==> src/rtl/csre_pkg.sv <==
package csre_pkg;

  // Ring geometry
  localparam int MAX_ITEMS = 64;
  localparam int LEN_W     = $clog2(MAX_ITEMS + 1);
  localparam int VAL_W     = 7;
  localparam int TURN_W    = 6;
  localparam int TOTAL_W   = 12;
  localparam int REMAIN_W  = 7;
  localparam int COUNT_W   = 7;

  // Ring length after reset: 64 values, or fewer if the ring is shorter
  localparam int RESET_LEN = (MAX_ITEMS < 64) ? MAX_ITEMS : 64;
  localparam logic [TOTAL_W-1:0] TOTAL_MAX = {TOTAL_W{1'b1}};

  // Item modes
  localparam logic MODE_LOAD    = 1'b0;
  localparam logic MODE_EXTRACT = 1'b1;

  typedef struct packed {
    logic             mode;
    logic [VAL_W-1:0] target_value;
  } item_t;

  typedef struct packed {
    logic                found;
    logic                rotate_right;
    logic [TURN_W-1:0]   rotations;
    logic [TOTAL_W-1:0]  total_rotations;
    logic [REMAIN_W-1:0] remaining;
  } result_t;

  typedef enum logic [1:0] {
    RING_HOLD,
    RING_LOAD,
    RING_ROTATE,
    RING_REMOVE
  } ring_op_t;

  typedef enum logic [2:0] {
    CELL_HOLD,
    CELL_FILL,
    CELL_CLEAR,
    CELL_NEXT,
    CELL_HEAD
  } cell_op_t;

  // Command from the controller to the row of cells; bound is the load
  // count for a load and the current ring length for a turn or a removal
  typedef struct packed {
    ring_op_t         op;
    logic [LEN_W-1:0] bound;
  } ring_cmd_t;

  typedef enum logic {
    ST_IDLE,
    ST_SEARCH
  } state_t;

endpackage

==> src/rtl/csre_cell.sv <==
module csre_cell (
  input  logic                        clk,
  input  logic                        rst,
  input  csre_pkg::cell_op_t          op,
  input  logic [csre_pkg::VAL_W-1:0]  init_value,
  input  logic [csre_pkg::VAL_W-1:0]  fill_value,
  input  logic [csre_pkg::VAL_W-1:0]  next_value,
  input  logic [csre_pkg::VAL_W-1:0]  head_value,
  output logic [csre_pkg::VAL_W-1:0]  value
);
  import csre_pkg::*;

  // Hold one ring slot; take the neighbor, the head, a fill value or zero
  always_ff @(posedge clk) begin
    if (rst) begin
      value <= init_value;
    end else begin
      unique case (op)
        CELL_HOLD:  value <= value;
        CELL_FILL:  value <= fill_value;
        CELL_CLEAR: value <= '0;
        CELL_NEXT:  value <= next_value;
        CELL_HEAD:  value <= head_value;
        default:    value <= value;
      endcase
    end
  end

endmodule

==> src/rtl/csre_ring.sv <==
module csre_ring (
  input  logic                        clk,
  input  logic                        rst,
  input  csre_pkg::ring_cmd_t         cmd,
  output logic [csre_pkg::VAL_W-1:0]  head_value
);
  import csre_pkg::*;

  logic [VAL_W-1:0] value [MAX_ITEMS];

  assign head_value = value[0];

  for (genvar i = 0; i < MAX_ITEMS; i++) begin : g_cell
    cell_op_t         op;
    logic [VAL_W-1:0] next_value;
    logic             inside_ring;
    logic             last_slot;

    // Slot position against the load count or the ring length
    assign inside_ring = (LEN_W'(i) < cmd.bound);
    assign last_slot   = (LEN_W'(i + 1) == cmd.bound);

    if (i == MAX_ITEMS - 1) begin : g_tail
      assign next_value = '0;
    end else begin : g_link
      assign next_value = value[i + 1];
    end

    // Pick the slot's move for this cycle
    always_comb begin
      op = CELL_HOLD;
      unique case (cmd.op)
        RING_HOLD:   op = CELL_HOLD;
        RING_LOAD:   op = inside_ring ? CELL_FILL : CELL_CLEAR;
        RING_ROTATE: begin
          if (last_slot) begin
            op = CELL_HEAD;
          end else if (inside_ring) begin
            op = CELL_NEXT;
          end
        end
        RING_REMOVE: begin
          if (last_slot) begin
            op = CELL_CLEAR;
          end else if (inside_ring) begin
            op = CELL_NEXT;
          end
        end
        default:     op = CELL_HOLD;
      endcase
    end

    csre_cell u_cell (
      .clk        (clk),
      .rst        (rst),
      .op         (op),
      .init_value ((i < 64) ? VAL_W'(i + 1) : VAL_W'(0)),
      .fill_value (VAL_W'(i + 1)),
      .next_value (next_value),
      .head_value (value[0]),
      .value      (value[i])
    );
  end

endmodule

==> src/rtl/carousel_shortest_rotation_extract_unit.sv <==
// Carousel extractor: a ring of cells holds the remaining values. A load item
// (mode 0) refills the ring with 1..item_count (capped at MAX_ITEMS) and never raises
// busy; its result strobes on done in the next cycle. An extract item turns
// the ring left one place per cycle, checking the head each cycle, so it is
// busy until the target reaches the head, or until a full turn when it is
// absent; done strobes in the same cycle that busy falls. The reported
// rotations are the shorter way around, not the cycles spent. Each result is
// on result for exactly one cycle with done high and cannot be held off; a
// new start may be given in that same cycle.
// item_count is written through cfg_valid/cfg_ready, accepted whenever the
// block is not busy.
module carousel_shortest_rotation_extract_unit (
  input  logic                       clk,
  input  logic                       rst,
  input  logic                       start,
  output logic                       busy,
  input  csre_pkg::item_t            item,
  output logic                       done,
  output csre_pkg::result_t          result,
  input  logic                       cfg_valid,
  output logic                       cfg_ready,
  input  logic [csre_pkg::COUNT_W-1:0] cfg_data
);
  import csre_pkg::*;

  state_t             state, state_next;
  logic [COUNT_W-1:0] item_count;
  logic [VAL_W-1:0]   target, target_next;
  logic [LEN_W-1:0]   length, length_next;
  logic [LEN_W-1:0]   count, count_next;
  logic [TOTAL_W-1:0] total, total_next;
  logic               done_next;
  result_t            result_next;
  ring_cmd_t          ring_cmd;
  logic [VAL_W-1:0]   head_value;

  logic [LEN_W-1:0]   load_len;
  logic [LEN_W-1:0]   back;
  logic               go_right;
  logic [LEN_W-1:0]   turns;
  logic [TOTAL_W:0]   total_sum;
  logic [TOTAL_W-1:0] total_sat;

  assign busy      = (state != ST_IDLE);
  assign cfg_ready = !busy;

  // Configuration register
  always_ff @(posedge clk) begin
    if (rst) begin
      item_count <= COUNT_W'(64);
    end else if (cfg_valid && cfg_ready) begin
      item_count <= cfg_data;
    end
  end

  // Load count saturates at the ring size
  assign load_len = (item_count > COUNT_W'(MAX_ITEMS)) ? LEN_W'(MAX_ITEMS)
                                                       : LEN_W'(item_count);

  // Shorter way around once the target is at the head
  assign back      = length - count;
  assign go_right  = (count > back);
  assign turns     = go_right ? back : count;
  assign total_sum = {1'b0, total} + (TOTAL_W + 1)'(turns);
  assign total_sat = total_sum[TOTAL_W] ? TOTAL_MAX : total_sum[TOTAL_W-1:0];

  csre_ring u_ring (
    .clk        (clk),
    .rst        (rst),
    .cmd        (ring_cmd),
    .head_value (head_value)
  );

  // Next state, ring command and result
  always_comb begin
    state_next   = state;
    target_next  = target;
    length_next  = length;
    count_next   = count;
    total_next   = total;
    done_next    = 1'b0;
    result_next  = result;
    ring_cmd.op    = RING_HOLD;
    ring_cmd.bound = length;

    unique case (state)
      ST_IDLE: begin
        if (start) begin
          if (item.mode == MODE_LOAD) begin
            ring_cmd.op    = RING_LOAD;
            ring_cmd.bound = load_len;
            length_next    = load_len;
            total_next     = '0;
            done_next      = 1'b1;
            result_next.found           = 1'b0;
            result_next.rotate_right    = 1'b0;
            result_next.rotations       = '0;
            result_next.total_rotations = '0;
            result_next.remaining       = REMAIN_W'(load_len);
          end else begin
            target_next = item.target_value;
            count_next  = '0;
            state_next  = ST_SEARCH;
          end
        end
      end
      ST_SEARCH: begin
        priority if (count == length) begin
          // full turn done without a hit: ring is back where it started
          state_next = ST_IDLE;
          done_next  = 1'b1;
          result_next.found           = 1'b0;
          result_next.rotate_right    = 1'b0;
          result_next.rotations       = '0;
          result_next.total_rotations = total;
          result_next.remaining       = REMAIN_W'(length);
        end else if (head_value == target) begin
          // drop the head and report the shorter turn
          ring_cmd.op = RING_REMOVE;
          length_next = length - LEN_W'(1);
          total_next  = total_sat;
          state_next  = ST_IDLE;
          done_next   = 1'b1;
          result_next.found           = 1'b1;
          result_next.rotate_right    = go_right;
          result_next.rotations       = TURN_W'(turns);
          result_next.total_rotations = total_sat;
          result_next.remaining       = REMAIN_W'(length - LEN_W'(1));
        end else begin
          ring_cmd.op = RING_ROTATE;
          count_next  = count + LEN_W'(1);
        end
      end
      default: state_next = ST_IDLE;
    endcase
  end

  // Control registers
  always_ff @(posedge clk) begin
    if (rst) begin
      state  <= ST_IDLE;
      length <= LEN_W'(RESET_LEN);
      total  <= '0;
      count  <= '0;
      done   <= 1'b0;
    end else begin
      state  <= state_next;
      length <= length_next;
      total  <= total_next;
      count  <= count_next;
      done   <= done_next;
    end
  end

  // Payload registers
  always_ff @(posedge clk) begin
    target <= target_next;
    result <= result_next;
  end

  // A result only follows an accepted load or the end of a search
  a_done_source: assert property (@(posedge clk) disable iff (rst)
    done |-> ($past(state) == ST_SEARCH) || ($past(start) && !$past(busy)))
    else $error("done without a finished item");

  // The search never passes the ring length
  a_count_bound: assert property (@(posedge clk) disable iff (rst)
    (state == ST_SEARCH) |-> (count <= length))
    else $error("search count beyond ring length");

  // A removal shortens the ring by exactly one
  a_remove_len: assert property (@(posedge clk) disable iff (rst)
    (done && result.found) |-> ($past(length) == length + LEN_W'(1)))
    else $error("ring length not reduced by one on removal");

  // The turn taken is never more than half the ring
  a_half_turn: assert property (@(posedge clk) disable iff (rst)
    (done && result.found) |->
      ((2 * result.rotations) <= (result.remaining + 1)))
    else $error("turn longer than half the ring");

endmodule
==> config.mk <==
export PLATFORM = sky130hd
export DESIGN_NAME = carousel_shortest_rotation_extract_unit
export DESIGN_NICKNAME = d
export VERILOG_FILES = /design/src/rtl/csre_pkg.sv /design/src/rtl/csre_cell.sv /design/src/rtl/csre_ring.sv /design/src/rtl/carousel_shortest_rotation_extract_unit.sv
export SDC_FILE = /design/constraint.sdc
export NUM_CORES = 1
export LEC_CHECK = 0
export BUFFER_PORTS_ARGS = -buffer_cell sky130_fd_sc_hd__buf_2
export CELL_PAD_IN_SITES_DETAIL_PLACEMENT = 0
export CELL_PAD_IN_SITES_GLOBAL_PLACEMENT = 1
export CORE_MARGIN = 2
export CORE_UTILIZATION = 30
export DETAILED_ROUTE_END_ITERATION = 16
export PLACE_DENSITY = 0.57
export SLEW_MARGIN = 5
export SYNTH_ARGS = -nofsm -noshare
export SYNTH_HDL_FRONTEND = slang
export SYNTH_SLANG_ARGS = --single-unit
==> constraint.sdc <==
create_clock -name clk -period 5.1 [get_ports clk]
set_input_delay 0.765 -clock clk [delete_from_list [all_inputs] [get_ports clk]]
set_output_delay 0.765 -clock clk [all_outputs]
set_load 0.05 [all_outputs]
==> run_results.csv <==
group,metric,value,unit
status,outcome,"complete, no violations",
critical_path,end_kind,"flop",
layout,drive_gt1_frac,0.1239,
placement,gp_congestion,0.9502,
synth,synth_top_area_frac,0.3819,
floorplanning,dieArea,86730,um^2
layout,antennaDiodeCount,0,
worst_hold_path,hp-start,"item[2]",
drt,drt_wl_total,102300,um
clocking,cts_buffers,59,
placement,place_ws,0.1254,ns
drt,antenna_left,0,
timing,max_freq,0.2070,GHz
layout,utilization,0.3474,
global_route,grt_util_all_layers,0.2293,
global_route,grt_pass1_vias,23954,
layout,fin_cells,4124,
synth,yosys_warnings,0,
timing,maxSlewHeadroom,0.1970,
layout,final_nets,3038,
floorplanning,floorplan.initialDensity,0.3030,
layout,syn_to_final_growth,14.66,%
critical_path,cp_max_fo,6,
critical_path,r2r_setup_slack,0.27,ns
synth,synth.net_count,3033,
critical_path,r2r-end,"result[13]",
drt,wire_per_inst,24.81,um
clocking,cts_tree,"yes",
global_route,grt_max_degree,192,
drt,drt_iter0_drc,2508,
synth,synth.avg_cell_area,8.468,um^2
synth,postSynthCellCount,2990,
clocking,insertion_delay,0.65,ns
power_and_ir_drop,power.density,354.6,nW/um^2
timing,fin_crit,4.831,ns
critical_path,cp.depth,25,
critical_path,cp_slowest_cell,"or4_1",
floorplanning,ios,49,
synth,synth_flop_cell,"dfxtp_1",
timing,finalMaxSlewViolations,0,
critical_path,path_delay_family,"simple AND/OR/NAND/NOR gates",
flow_run,max_cap_viol_count,0,
drt,num_vias,24751,
floorplanning,fp.dieW,294.5,um
layout,stdcell_area,29030,um^2
timing,tightest_slew,1.202,ns
critical_path,cp-startpoint,"length[0]",
clocking,clock-sinks,517,
global_route,grt_pass1_wl,153600,um
power_and_ir_drop,vdd_drop_max,0.0002653,V
worst_hold_path,min-delay-path-class,"primary input to flop",
floorplanning,fp-row-count,106,
critical_path,cp.arrival,5.19,ns
synth,synth-async-reset-ratio,0,
synth,ys_types,96,
power_and_ir_drop,p_leak,9.815,nW
placement,dp_hpwl,70700,um
clocking,clock_path_buffers,3,
clocking,clkTransAtPathRegs,0.06,ns
synth,syn_area,25320,um^2
placement,dp.cells,4013,
global_route,antenna_found_initial,0,
global_route,grt.overflow.total,0,
critical_path,cp-start-kind,"flop",
synth,synth_edf_count,34,
floorplanning,core_area,83560,um^2
placement,portBuffers,48,
drt,avgViaCountPerCell,6.002,
timing,tns,0,ns
timing,timing.final.crit_share,0.9473,
placement,placed_area,26970,um^2
critical_path,worst_ep_required_time,5.46,ns
critical_path,crit_path_end,"result[13]",
drt,dr.pass1.iters,13,
layout,layout_common_cells,"476 x dfxtp_1, 353 x nor2_1, 281 x nand2_1",
critical_path,r2r_start,"length[0]",
clocking,cts_hold_buffers,0,
drt,drc_errors,0,
synth,ys_top_cells_by_area,"dfxtp_1 38%, a22oi_1 5.9%, nor2_1 5.3%, a21oi_1 4.9%, nand2_1 4.2%",
clocking,htreeDepth,2,
timing,fin_ws,0.2689,ns
critical_path,worst_path_largest_cell_delay,0.56,ns
clocking,cts_root_buf,"clkbuf_16",
timing,finalSetupViolCount,0,
floorplanning,die_y,294.5,um
timing,final.setup_skew,0.03948,ns
critical_path,reg2regPathDepth,25,
critical_path,path_class,"flop to flop",
synth,yosysTopAreaCell,"dfxtp_1",
layout,final_common_cell,"dfxtp_1",
critical_path,cp_num_buf_inv,4,
synth,yosysSeqAreaShare,0.4222,
timing,final_hold_viol_count,0,
synth,synth-seq-cells,517,
registers in the layout, summed over array words and instances, names as in the netlist:
signal                      count
target                          7
total                          12
u_ring.g_cell.u_cell.value    448
item_count                      7
result                         27
count                           7
done                            1
length                          7
busy                            1
repair_timing:
action	4_1_cts	5_1_grt
endpoints found under the setup margin	0	24
resized for setup	0	15
setup buffers	0	1
layout make-up:
cell class	count	area (um^2)
timing repair buffer	170	1179
fill	8742	54530
sequential	517	10700
multi-input combinational	2213	13660
clock buffer	93	1755
inverter	34	127.6
tap	1080	1351
clock inverter	17	254.0
routing by layer:
layer	global-route usage	share of wire	vias up	routed length, um
met5	0	0	-	0
met1	0.3104	0.45	12222	46160
met4	0.07591	0.033	0	3405
met3	0.03378	0.062	189	6358
li1	-	-	11405	-
met2	0.3726	0.45	935	46400
worst min-delay path by stage:
stage | end | slack, ns | depth (start not counted)
2_1_floorplan | u_ring.g_cell[9].u_cell.value[0] | 0.42 | 2
3_3_place_gp | u_ring.g_cell[9].u_cell.value[0] | 0.44 | 2
3_5_place_dp | u_ring.g_cell[9].u_cell.value[0] | 0.43 | 2
4_1_cts | target[6] | 0.29 | 1
5_1_grt | target[1] | 0.30 | 1
6_report | target[2] | 0.32 | 1
power by group:
part	internal [mW]	leakage [nW]	switching [mW]
clock	2.65	0.987	1.78
combinational	0.446	4.56	0.967
sequential	4.30	4.27	0.144
synth_stat cells (8+ instances only):
cell       instances
nand3b_1           8
a32oi_1           18
o2bb2ai_1         45
nor2_1           355
o21ai_0          168
a22oi_1          198
nand3_1           46
nor3b_1           10
o22a_1            17
a222oi_1          89
o211ai_1          32
o21ai_1           16
buf_1             10
o21a_1            13
a22o_1            10
nor2b_1           19
or2_2             16
xnor2_1           20
nor3_1           108
a221o_1           17
mux2i_1           39
a221oi_1          68
and2_1            22
or3_1             14
nand2_1          282
and3_1            17
nor3_2            11
mux2_2            13
a31o_2             9
ha_1              22
a21o_1            13
a2bb2oi_1          8
a31oi_1           35
clkbuf_1         171
nand4_1            9
o22ai_1            9
a21oi_1          248
inv_1             32
nor4_1            36
a211oi_1          18
edfxtp_1          34
nand2b_1          20
buf_2             39
dfxtp_1          483
logic make-up (layout without fill, tap and decap cells):
kind of cell    Yosys count  count (layout)  share of synthesized area
simple gates           1000            1000                     0.1828
mux                      56              56                    0.02342
buf+inv                 260             314                    0.04151
xor+xnor                 25              25                   0.008648
fa+ha+maj                24              24                    0.01245
flops                   517             517                     0.4222
compound gates         1108            1108                     0.3089
metrics by stage:
stage	hold slack (ns)	power, mW
2_1_floorplan	0.4154	5.439
3_3_place_gp	0.4399	5.901
3_5_place_dp	0.4339	5.915
4_1_cts	0.2948	10.37
5_1_grt	0.3032	10.69
6_report	0.3230	10.29
Power figures use the tool's default switching activity.
